--- config.mk ---
export PLATFORM = sky130hd
export DESIGN_NAME = signed_radix_digit_emitter_core_flat
export DESIGN_NICKNAME = d
export VERILOG_FILES = /design/src/hdl/sre_pkg.sv /design/src/hdl/sre_if.sv /design/src/hdl/sre_front.sv /design/src/hdl/sre_fifo.sv /design/src/hdl/sre_back.sv /design/src/hdl/signed_radix_digit_emitter_core.sv /design/src/flat_wrapper.sv
export SDC_FILE = /design/constraint.sdc
export NUM_CORES = 2
export LEC_CHECK = 0
export BUFFER_PORTS_ARGS = -buffer_cell sky130_fd_sc_hd__clkbuf_2
export CORE_MARGIN = 2
export CORE_UTILIZATION = 55
export CTS_BUF_LIST = sky130_fd_sc_hd__clkbuf_8
export CTS_CLUSTER_DIAMETER = 100
export DETAILED_ROUTE_END_ITERATION = 8
export PLACE_DENSITY = 0.75
export SYNTH_ARGS = -nofsm -noshare
export SYNTH_HDL_FRONTEND = slang
export SYNTH_SLANG_ARGS = --single-unit
--- constraint.sdc ---
create_clock -name i_clk -period 18.4 [get_ports i_clk]
set_clock_uncertainty 0.2 [all_clocks]
set_input_delay 1.84 -clock i_clk [delete_from_list [all_inputs] [get_ports i_clk]]
set_output_delay 1.84 -clock i_clk [all_outputs]
set_load 0.01 [all_outputs]
--- src/hdl/sre_pkg.sv ---
`default_nettype none

package sre_pkg;

    // Default upper bound on the radix.
    localparam int MAX_BASE_DEF = 16;

    // Field and register widths.
    localparam int VALUE_W   = 32;
    localparam int SYM_W     = 8;
    localparam int ALPHA_W   = 64;
    localparam int BASE_W    = 5;
    localparam int CFG_IDX_W = 2;
    localparam int DIGIT_SEL_W = 4;

    // Queue between the front and the back.
    localparam int QUEUE_DEPTH = 2;

    // Divider: quotient bits retired per cycle and division steps per digit.
    localparam int DIV_BITS  = 8;
    localparam int DIV_STEPS = VALUE_W / DIV_BITS;
    localparam int STEP_W    = $clog2(DIV_STEPS);

    // Digit stack: base 2 gives at most one digit per value bit.
    localparam int STACK_DEPTH = VALUE_W;
    localparam int STACK_IDX_W = $clog2(STACK_DEPTH);
    localparam int SP_W        = $clog2(STACK_DEPTH + 1);

    // Reserved characters.
    localparam logic [SYM_W-1:0] SYM_MINUS   = 8'h2D;
    localparam logic [SYM_W-1:0] SYM_PLUS    = 8'h2B;
    localparam logic [SYM_W-1:0] SYM_STAR    = 8'h2A;
    localparam logic [SYM_W-1:0] SYM_SLASH   = 8'h2F;
    localparam logic [SYM_W-1:0] SYM_PERCENT = 8'h25;

    // Configuration register indexes.
    localparam logic [CFG_IDX_W-1:0] CFG_ALPHA_LOW   = 2'd0;
    localparam logic [CFG_IDX_W-1:0] CFG_ALPHA_HIGH  = 2'd1;
    localparam logic [CFG_IDX_W-1:0] CFG_BASE_LENGTH = 2'd2;

    // One number waiting for conversion: sign and unsigned magnitude.
    typedef struct packed {
        logic               neg;
        logic [VALUE_W-1:0] mag;
    } t_job;

    // Back end sequencer states.
    typedef enum logic [1:0] {
        BK_IDLE,
        BK_DIV,
        BK_SIGN,
        BK_EMIT
    } t_back_state;

    // Symbol for digit d out of the two alphabet words.
    function automatic logic [SYM_W-1:0] sym_of(
        input logic [ALPHA_W-1:0]     lo,
        input logic [ALPHA_W-1:0]     hi,
        input logic [DIGIT_SEL_W-1:0] d
    );
        logic [ALPHA_W-1:0] word;
        word = d[3] ? hi : lo;
        return word[{d[2:0], 3'b000} +: SYM_W];
    endfunction

endpackage

`default_nettype wire

--- src/hdl/sre_if.sv ---
`default_nettype none

// Input stream: one signed value per transfer.
interface sre_in_if;
    logic                                valid;
    logic                                ready;
    logic signed [sre_pkg::VALUE_W-1:0]  value;

    modport source (output valid, output value, input ready);
    modport sink   (input valid, input value, output ready);
endinterface

// Output stream: one character per transfer, last marks the end of a number.
interface sre_out_if;
    logic                        valid;
    logic                        ready;
    logic [sre_pkg::SYM_W-1:0]   symbol;
    logic                        last;

    modport source (output valid, output symbol, output last, input ready);
    modport sink   (input valid, input symbol, input last, output ready);
endinterface

`default_nettype wire

--- src/hdl/sre_front.sv ---
`default_nettype none

module sre_front #(
    parameter int MAX_BASE = sre_pkg::MAX_BASE_DEF
) (
    input  wire logic [sre_pkg::ALPHA_W-1:0] i_alpha_low,
    input  wire logic [sre_pkg::ALPHA_W-1:0] i_alpha_high,
    input  wire logic [sre_pkg::BASE_W-1:0]  i_base_length,
    sre_in_if.sink                           i_in,
    input  wire logic                        i_q_full,
    output logic                             o_push,
    output sre_pkg::t_job                    o_job
);

    logic [sre_pkg::SYM_W-1:0] syms [16];
    logic                      bad;
    logic [sre_pkg::VALUE_W-1:0] raw;

    // Unpack the alphabet into one symbol per digit.
    always_comb begin
        for (int a = 0; a < 16; a++) begin
            syms[a] = sre_pkg::sym_of(i_alpha_low, i_alpha_high,
                                      sre_pkg::DIGIT_SEL_W'(a));
        end
    end

    // Alphabet check: radix range, reserved characters, and every pair once.
    always_comb begin
        bad = (i_base_length < sre_pkg::BASE_W'(2)) ||
              (i_base_length > sre_pkg::BASE_W'(MAX_BASE));
        for (int a = 0; a < 16; a++) begin
            if (sre_pkg::BASE_W'(a) < i_base_length) begin
                if ((syms[a] == sre_pkg::SYM_MINUS) || (syms[a] == sre_pkg::SYM_PLUS) ||
                    (syms[a] == sre_pkg::SYM_STAR) || (syms[a] == sre_pkg::SYM_SLASH) ||
                    (syms[a] == sre_pkg::SYM_PERCENT)) begin
                    bad = 1'b1;
                end
                for (int b = a + 1; b < 16; b++) begin
                    if ((sre_pkg::BASE_W'(b) < i_base_length) && (syms[b] == syms[a])) begin
                        bad = 1'b1;
                    end
                end
            end
        end
    end

    // Take a value whenever the queue has room; drop it if the alphabet is bad.
    assign i_in.ready = !i_q_full;
    assign raw        = i_in.value;
    assign o_push     = i_in.valid && !i_q_full && !bad;
    assign o_job.neg  = raw[sre_pkg::VALUE_W-1];
    assign o_job.mag  = raw[sre_pkg::VALUE_W-1] ? (sre_pkg::VALUE_W'(0) - raw) : raw;

endmodule

`default_nettype wire

--- src/hdl/sre_fifo.sv ---
`default_nettype none

module sre_fifo (
    input  wire logic          i_clk,
    input  wire logic          i_rst_n,
    input  wire logic          i_push,
    input  wire sre_pkg::t_job i_job,
    output logic               o_full,
    input  wire logic          i_pop,
    output logic               o_valid,
    output sre_pkg::t_job      o_job
);

    localparam int DEPTH = sre_pkg::QUEUE_DEPTH;
    localparam int PTR_W = (DEPTH > 1) ? $clog2(DEPTH) : 1;
    localparam int CNT_W = $clog2(DEPTH + 1);

    sre_pkg::t_job       r_mem [DEPTH];
    logic [PTR_W-1:0]    r_wptr;
    logic [PTR_W-1:0]    r_rptr;
    logic [CNT_W-1:0]    r_count;
    logic                do_push;
    logic                do_pop;

    assign o_full  = (r_count == CNT_W'(DEPTH));
    assign o_valid = (r_count != '0);
    assign do_push = i_push && !o_full;
    assign do_pop  = i_pop && o_valid;
    assign o_job   = r_mem[r_rptr];

    // Entry storage.
    always_ff @(posedge i_clk) begin
        if (do_push) begin
            r_mem[r_wptr] <= i_job;
        end
    end

    // Pointers and fill count.
    always_ff @(posedge i_clk) begin
        if (!i_rst_n) begin
            r_wptr  <= '0;
            r_rptr  <= '0;
            r_count <= '0;
        end else begin
            if (do_push) begin
                r_wptr <= (r_wptr == PTR_W'(DEPTH - 1)) ? '0 : r_wptr + PTR_W'(1);
            end
            if (do_pop) begin
                r_rptr <= (r_rptr == PTR_W'(DEPTH - 1)) ? '0 : r_rptr + PTR_W'(1);
            end
            if (do_push && !do_pop) begin
                r_count <= r_count + CNT_W'(1);
            end else if (do_pop && !do_push) begin
                r_count <= r_count - CNT_W'(1);
            end
        end
    end

endmodule

`default_nettype wire

--- src/hdl/sre_back.sv ---
`default_nettype none

module sre_back #(
    parameter int MAX_BASE = sre_pkg::MAX_BASE_DEF
) (
    input  wire logic                        i_clk,
    input  wire logic                        i_rst_n,
    input  wire logic [sre_pkg::ALPHA_W-1:0] i_alpha_low,
    input  wire logic [sre_pkg::ALPHA_W-1:0] i_alpha_high,
    input  wire logic [sre_pkg::BASE_W-1:0]  i_base_length,
    input  wire logic                        i_q_valid,
    input  wire sre_pkg::t_job               i_q_job,
    output logic                             o_pop,
    sre_out_if.source                        o_out
);

    localparam int DIG_W = $clog2(MAX_BASE);
    localparam int RAD_W = $clog2(MAX_BASE + 1);
    localparam int VW    = sre_pkg::VALUE_W;

    sre_pkg::t_back_state r_state, n_state;
    logic [VW-1:0]                 r_work, n_work;
    logic [RAD_W-1:0]              r_rem, n_rem;
    logic [sre_pkg::STEP_W-1:0]    r_step, n_step;
    logic                          r_neg, n_neg;
    logic [sre_pkg::SP_W-1:0]      r_sp, n_sp;
    logic [DIG_W-1:0]              r_stack [sre_pkg::STACK_DEPTH];
    logic                          r_out_valid, n_out_valid;
    logic [sre_pkg::SYM_W-1:0]     r_out_sym, n_out_sym;
    logic                          r_out_last, n_out_last;

    logic [RAD_W-1:0]              radix;
    logic [VW-1:0]                 div_work;
    logic [RAD_W-1:0]              div_rem;
    logic                          digit_done;
    logic                          can_load;
    logic                          push_en;
    logic [sre_pkg::SP_W-1:0]      sp_dec;
    logic [sre_pkg::SYM_W-1:0]     emit_sym;

    assign radix      = i_base_length[RAD_W-1:0];
    assign digit_done = (r_step == sre_pkg::STEP_W'(sre_pkg::DIV_STEPS - 1));
    assign can_load   = !r_out_valid || o_out.ready;
    assign sp_dec     = r_sp - sre_pkg::SP_W'(1);
    assign emit_sym   = sre_pkg::sym_of(i_alpha_low, i_alpha_high,
                            sre_pkg::DIGIT_SEL_W'(r_stack[sp_dec[sre_pkg::STACK_IDX_W-1:0]]));

    // Restoring division by the radix, several quotient bits per cycle.
    always_comb begin : div_slice
        logic [RAD_W:0] t;
        logic           qb;
        div_work = r_work;
        div_rem  = r_rem;
        for (int k = 0; k < sre_pkg::DIV_BITS; k++) begin
            t = {div_rem, div_work[VW-1]};
            if (t >= {1'b0, radix}) begin
                t  = t - {1'b0, radix};
                qb = 1'b1;
            end else begin
                qb = 1'b0;
            end
            div_rem  = t[RAD_W-1:0];
            div_work = {div_work[VW-2:0], qb};
        end
    end

    // Next state.
    always_comb begin
        n_state = r_state;
        case (r_state)
            sre_pkg::BK_IDLE: begin
                if (i_q_valid) begin
                    n_state = sre_pkg::BK_DIV;
                end
            end
            sre_pkg::BK_DIV: begin
                if (digit_done && (div_work == '0)) begin
                    n_state = r_neg ? sre_pkg::BK_SIGN : sre_pkg::BK_EMIT;
                end
            end
            sre_pkg::BK_SIGN: begin
                if (can_load) begin
                    n_state = sre_pkg::BK_EMIT;
                end
            end
            sre_pkg::BK_EMIT: begin
                if (can_load && (r_sp == sre_pkg::SP_W'(1))) begin
                    n_state = sre_pkg::BK_IDLE;
                end
            end
            default: n_state = sre_pkg::BK_IDLE;
        endcase
    end

    // Datapath and output register.
    always_comb begin
        n_work      = r_work;
        n_rem       = r_rem;
        n_step      = r_step;
        n_neg       = r_neg;
        n_sp        = r_sp;
        n_out_valid = r_out_valid;
        n_out_sym   = r_out_sym;
        n_out_last  = r_out_last;
        push_en     = 1'b0;
        o_pop       = 1'b0;
        // The receiver took the held character.
        if (r_out_valid && o_out.ready) begin
            n_out_valid = 1'b0;
        end
        case (r_state)
            sre_pkg::BK_IDLE: begin
                o_pop = i_q_valid;
                if (i_q_valid) begin
                    n_work = i_q_job.mag;
                    n_neg  = i_q_job.neg;
                    n_rem  = '0;
                    n_step = '0;
                    n_sp   = '0;
                end
            end
            sre_pkg::BK_DIV: begin
                n_work = div_work;
                n_rem  = div_rem;
                n_step = r_step + sre_pkg::STEP_W'(1);
                if (digit_done) begin
                    // Remainder is the next digit; quotient feeds the next pass.
                    push_en = 1'b1;
                    n_sp    = r_sp + sre_pkg::SP_W'(1);
                    n_rem   = '0;
                    n_step  = '0;
                end
            end
            sre_pkg::BK_SIGN: begin
                if (can_load) begin
                    n_out_valid = 1'b1;
                    n_out_sym   = sre_pkg::SYM_MINUS;
                    n_out_last  = 1'b0;
                end
            end
            sre_pkg::BK_EMIT: begin
                // Digits leave the stack most significant first.
                if (can_load) begin
                    n_out_valid = 1'b1;
                    n_out_sym   = emit_sym;
                    n_out_last  = (r_sp == sre_pkg::SP_W'(1));
                    n_sp        = sp_dec;
                end
            end
            default: begin
                n_out_valid = r_out_valid;
            end
        endcase
    end

    // Digit stack.
    always_ff @(posedge i_clk) begin
        if (push_en) begin
            r_stack[r_sp[sre_pkg::STACK_IDX_W-1:0]] <= div_rem[DIG_W-1:0];
        end
    end

    // Control registers.
    always_ff @(posedge i_clk) begin
        if (!i_rst_n) begin
            r_state     <= sre_pkg::BK_IDLE;
            r_out_valid <= 1'b0;
            r_sp        <= '0;
            r_step      <= '0;
        end else begin
            r_state     <= n_state;
            r_out_valid <= n_out_valid;
            r_sp        <= n_sp;
            r_step      <= n_step;
        end
    end

    // Payload registers.
    always_ff @(posedge i_clk) begin
        r_work     <= n_work;
        r_rem      <= n_rem;
        r_neg      <= n_neg;
        r_out_sym  <= n_out_sym;
        r_out_last <= n_out_last;
    end

    assign o_out.valid  = r_out_valid;
    assign o_out.symbol = r_out_sym;
    assign o_out.last   = r_out_last;

endmodule

`default_nettype wire

--- src/hdl/signed_radix_digit_emitter_core.sv ---
// Signed radix digit emitter.
// Each transfer on i_in carries a signed 32-bit value. The block writes it as
// text on o_out, one character per transfer: a minus sign for negative values,
// then the digits most significant first with no leading zeros; last is high
// on the final character. The alphabet (up to 16 one-byte symbols) and the
// radix are set through the write port (i_cfg_we, i_cfg_idx, i_cfg_data); the
// user must write them only while the block is idle; the block does not
// enforce this. A bad alphabet makes the block drop values silently. A
// two-entry queue holds accepted values, so i_in stays ready during a
// conversion while the queue has room. The back end pops a number, divides
// the whole 32-bit magnitude by the radix for each digit, eight quotient
// bits per cycle, then sends the characters, one per cycle while the
// receiver is ready. When the receiver holds ready low, the output register
// keeps its character and the converter waits; the queue then fills and i_in
// drops ready. Reset clears the queue, the converter and the configuration
// registers, which leaves the alphabet invalid until it is written.
`default_nettype none

module signed_radix_digit_emitter_core #(
    parameter int MAX_BASE = sre_pkg::MAX_BASE_DEF
) (
    input  wire logic                          i_clk,
    input  wire logic                          i_rst_n,
    input  wire logic                          i_cfg_we,
    input  wire logic [sre_pkg::CFG_IDX_W-1:0] i_cfg_idx,
    input  wire logic [sre_pkg::ALPHA_W-1:0]   i_cfg_data,
    sre_in_if.sink                             i_in,
    sre_out_if.source                          o_out
);

    logic [sre_pkg::ALPHA_W-1:0] r_alpha_low;
    logic [sre_pkg::ALPHA_W-1:0] r_alpha_high;
    logic [sre_pkg::BASE_W-1:0]  r_base_length;

    logic          q_full;
    logic          q_push;
    sre_pkg::t_job front_job;
    logic          q_valid;
    logic          q_pop;
    sre_pkg::t_job q_job;

    // Configuration registers; writes to unused indexes are ignored.
    always_ff @(posedge i_clk) begin
        if (!i_rst_n) begin
            r_alpha_low   <= '0;
            r_alpha_high  <= '0;
            r_base_length <= '0;
        end else if (i_cfg_we) begin
            case (i_cfg_idx)
                sre_pkg::CFG_ALPHA_LOW:   r_alpha_low   <= i_cfg_data;
                sre_pkg::CFG_ALPHA_HIGH:  r_alpha_high  <= i_cfg_data;
                sre_pkg::CFG_BASE_LENGTH: r_base_length <= i_cfg_data[sre_pkg::BASE_W-1:0];
                default: begin
                end
            endcase
        end
    end

    // Front end: accepts values, checks the alphabet, forms sign and magnitude.
    sre_front #(
        .MAX_BASE (MAX_BASE)
    ) u_front (
        .i_alpha_low   (r_alpha_low),
        .i_alpha_high  (r_alpha_high),
        .i_base_length (r_base_length),
        .i_in          (i_in),
        .i_q_full      (q_full),
        .o_push        (q_push),
        .o_job         (front_job)
    );

    // Queue between front and back.
    sre_fifo u_fifo (
        .i_clk   (i_clk),
        .i_rst_n (i_rst_n),
        .i_push  (q_push),
        .i_job   (front_job),
        .o_full  (q_full),
        .i_pop   (q_pop),
        .o_valid (q_valid),
        .o_job   (q_job)
    );

    // Back end: digit generation and character output.
    sre_back #(
        .MAX_BASE (MAX_BASE)
    ) u_back (
        .i_clk         (i_clk),
        .i_rst_n       (i_rst_n),
        .i_alpha_low   (r_alpha_low),
        .i_alpha_high  (r_alpha_high),
        .i_base_length (r_base_length),
        .i_q_valid     (q_valid),
        .i_q_job       (q_job),
        .o_pop         (q_pop),
        .o_out         (o_out)
    );

endmodule

`default_nettype wire
--- src/flat_wrapper.sv ---
// flat-port wrapper written by rule: the top's interface ports become plain ports
module signed_radix_digit_emitter_core_flat 
#(
    parameter int MAX_BASE = sre_pkg::MAX_BASE_DEF
)
  (i_clk, i_rst_n, i_cfg_we, i_cfg_idx, i_cfg_data, i_in_valid, i_in_value, i_in_ready, o_out_valid, o_out_symbol, o_out_last, o_out_ready);
  sre_in_if i_in_i ();
  sre_out_if o_out_i ();
  input  wire logic i_clk;
  input  wire logic i_rst_n;
  input  wire logic i_cfg_we;
  input  wire logic [sre_pkg::CFG_IDX_W-1:0] i_cfg_idx;
  input  wire logic [sre_pkg::ALPHA_W-1:0] i_cfg_data;
  input wire logic [$bits(i_in_i.valid)-1:0] i_in_valid;
  input wire logic [$bits(i_in_i.value)-1:0] i_in_value;
  output wire logic [$bits(i_in_i.ready)-1:0] i_in_ready;
  output wire logic [$bits(o_out_i.valid)-1:0] o_out_valid;
  output wire logic [$bits(o_out_i.symbol)-1:0] o_out_symbol;
  output wire logic [$bits(o_out_i.last)-1:0] o_out_last;
  input wire logic [$bits(o_out_i.ready)-1:0] o_out_ready;
  assign i_in_i.valid = i_in_valid;
  assign i_in_i.value = i_in_value;
  assign i_in_ready = i_in_i.ready;
  assign o_out_valid = o_out_i.valid;
  assign o_out_symbol = o_out_i.symbol;
  assign o_out_last = o_out_i.last;
  assign o_out_i.ready = o_out_ready;
  signed_radix_digit_emitter_core #(.MAX_BASE(MAX_BASE)) u_core (.i_clk(i_clk), .i_rst_n(i_rst_n), .i_cfg_we(i_cfg_we), .i_cfg_idx(i_cfg_idx), .i_cfg_data(i_cfg_data), .i_in(i_in_i), .o_out(o_out_i));
endmodule
==> summary.md <==
| Metric | Value |
|---|---|
| Buffer count from post-CTS setup fixing | `0` |
| Post-DP HPWL | `68,280 µm` |
| Fmax | `0.05854 GHz` |
| Starting Density | `55.62%` |
| Critical Path Fanout Max | `33` |
| CORE AREA | `0.05628 mm²` |
| Nets@finish | `3,594` |
| Largest net degree at the start of global routing | `93` |
| Hold Slack | `0.2558 ns` |
| Setup CP Type | `register to register` |
| Top_reg_cell synth | `edfxtp_1` |
| Post-synth top area share | `a little under a quarter` |
| Crit-path slowest cell | `a21boi_0` |
| FF+latch count, synth | `390` |
| Initial antenna violation count | `1` |
| GPL Wtd Cong | `around 1.1` |
| Number of buffers added on ports | `~110` |
| MaxCap Viol Count | `0` |
| CTS Buf Count | `67` |
| Vias in the first global route | `approximately 27k` |
| Synth area leaders | `edfxtp_1, xnor2_1, dfxtp_1, xor2_1, nand2_1` |
| Max-slew violations | `0` |
| CP Launch Type | `register` |
| Simple-Gate Fraction of Synth Area | `between 10% and 20%` |
| Layout cell share with drive strength beyond 1 | `13.53%` |
| H-Tree Level Count | `3` |
| TritonCTS clock tree | `built` |
| Met1 Use GR | `a little under half` |
| Post-synthesis cell count | `3,448` |
| Die H | `242.6 µm` |
| Worst skew pair latency | `0.69 ns` |
| First-pass GRT wire length | `between 150,000 and 200,000 µm` |
| Commonest non-fill, non-tap cells in the layout | `xnor2_1, nand2_1, xor2_1` |
| DRT iter0 DRCs | `between 3k and 4k` |
| Sink Count | `390` |
| Ys async rst share | `0%` |
| DR pass1 iterations | `6` |
| Final worst path period need | `17.08 ns` |
| Mux cell area share after synthesis | `6.587%` |
| Largest family of logic cells by synthesized area | `XOR/XNOR gates` |
| CP Data Required Time | `approximately 19 ns` |
| Leading cell type in the layout, fill and taps excluded | `xnor2_1` |
| Critical Path End Type | `register` |
| RSZ-0062 raised after global routing | `no` |
| Die X | `about 240 µm` |
| EDFF count, synth | `around 240` |
| Tot GR Track Use | `between 30% and 40%` |
| Largest area contributor in the netlist | `edfxtp_1` |
| Area of the mapped netlist | `0.03130 mm²` |
| Total Routed Length | `approximately 110,000 µm` |
| Via density | `roughly 6.5` |
| Post-Synth Adder-Cell Area | `approximately 2.6%` |
| Avg Cell Area, Syn | `9.078 µm²` |
| Avg WL per Cell | `between 20 and 30 µm` |
| Worst R2R Path Depth | `a little under 70` |
| CP max stage delay | `~0.53 ns` |
| Num ports | `114` |
| Busiest grt layer | `met2` |
| Final ANT Viol Nets | `0` |
| Final setup viols | `0` |
| Period utilisation layout | `approximately 93%` |
| Post-synthesis xor/xnor area fraction | `~28%` |
| Synth-to-layout area growth | `8.718%` |
| Outcome | `completed` |
| Root Buffer | `clkbuf_8` |
| Register area share after synthesis | `32.65%` |
| Hold-critical path depth | `2` |
| Critical path arrival | `17.27 ns` |
| Yosys warns | `0` |
| Die Area | `between 0.05 and 0.06 mm²` |
| # diodes | `0` |
| CTS clk-pin slew, worst paths | `0.06 ns` |
| Met2 GRT Util | `a little under three fifths` |
| Post-synthesis cell type count | `approximately 80` |
| Final Hold Vio Count | `0` |
| Net count after synthesis | `around 3.6k` |
| Bufs on Longest Clock Path | `3` |
| Met3 usage | `12.39%` |
| TNS Setup | `0 ns` |
| Post-route DRC | `0` |
| Num rows | `87` |
| Synth Area in Compound Gates | `under 10%` |
| Worst slew margin | `~12%` |
| Worst-margin pin slew | `1.305 ns` |
| Gr ovfl total | `0` |
| Via count | `between 20k and 30k` |
| Worst Hold Class | `register to register` |
==> synth_stat cells (17+ instances only) <==
library cell / count
xnor2_1: 753
nand2_1: 347
xor2_1: 262
edfxtp_1: 241
clkbuf_1: 231
a21oi_1: 178
nand4_1: 177
dfxtp_1: 149
buf_1: 126
o21ai_0: 104
mux2i_1: 86
nor2_1: 84
nor4_1: 82
nor3_1: 70
inv_1: 55
ha_1: 53
a211oi_1: 41
mux4_2: 40
a31oi_1: 36
nand2b_1: 28
nor2b_1: 27
mux2_2: 24
nand3_1: 23
nor4b_1: 18
o211ai_1: 18
a21o_1: 17
or3_1: 17
==> per-stage QoR <==
stage / std cells / worst slack, ns / area, µm² / utilization (%)
after floorplan: 3448 / 2.677 / 31300 / -
after global placement: 4117 / 1.806 / 32710 / 58.12
after detailed placement: 4117 / 1.596 / 32710 / 58.12
after CTS: 4236 / 1.426 / 34020 / 60.45
after global routing: 4236 / 0.05130 / 34030 / 60.47
final: 4236 / 1.316 / 34030 / 60.47
==> worst paths after layout <==
| check | to | slack, ns | start |
|---|---|---|---|
| max | u_core.u_back.r_rem[2] | 1.32 | u_core.r_base_length[3] |
| min | u_core.r_alpha_high[42] | 0.26 | u_core.r_alpha_high[42] |
| max reg2reg | u_core.u_back.r_rem[2] | 1.32 | u_core.r_base_length[3] |
| min reg2reg | u_core.r_alpha_high[42] | 0.26 | u_core.r_alpha_high[42] |
==> per-layer routing <==
metal | routed length, µm | part of all wire, % | vias up
met5 | 0 | 0 | -
met4 | 8099 | 7.4 | 0
met3 | 15300 | 14 | 657
met2 | 47130 | 43 | 2061
met1 | 39090 | 36 | 12900
li1 | - | - | 11950
==> critical path: cells and delay by family (launching register included) <==
| family | cells | cell delay [ns] |
|---|---|---|
| buffers and inverters | 5 | 0.77 |
| flip-flops | 1 | 0.50 |
| adder cells (fa/ha/maj) | 8 | 2.76 |
| AND/OR/NAND/NOR | 20 | 4.11 |
| AO/OA/AOI/OAI | 33 | 7.72 |
| multiplexers | 2 | 0.74 |
==> state kept, by name (all words and copies together) (netlist names), 2 cells and up, named ones only <==
name,count
u_core.u_back.o_out.symbol,8
u_core.u_fifo.r_mem,66
u_core.u_back.r_sp,6
u_core.u_back.r_work,32
u_core.r_alpha_high,64
u_core.u_back.r_step,2
u_core.u_back.r_state,2
u_core.u_back.r_rem,5
u_core.r_alpha_low,64
u_core.r_base_length,5
u_core.u_back.r_stack,128
u_core.u_fifo.r_count,2
==> cell type report <==
cell class	count	area (µm²)
clock buffer	73	1005
timing repair buffer	276	1789
clock inverter	46	304.0
sequential	390	10220
inverter	55	209.0
fill	4813	22250
multi-input combinational	2640	19560
tap	756	945.9
==> timing repair <==
action,in CTS,in global routing
gates resized for setup,0,2
hold buffers,0,0
endpoints found under the setup margin,0,2
==> cell families (layout without fill, tap and decap cells) <==
group | count (synthesis) | count (layout)
XOR/XNOR | 1015 | 1015
AND/OR/NAND/NOR | 921 | 921
adder cells (fa/ha/maj) | 61 | 61
buffers and inverters | 418 | 450
flip-flops | 390 | 390
AO/OA/AOI/OAI | 491 | 491
multiplexers | 152 | 152
Power is left out: the tool's default activity adds up to more than one toggle a clock period on the data nets, which glitch-free logic cannot reach.
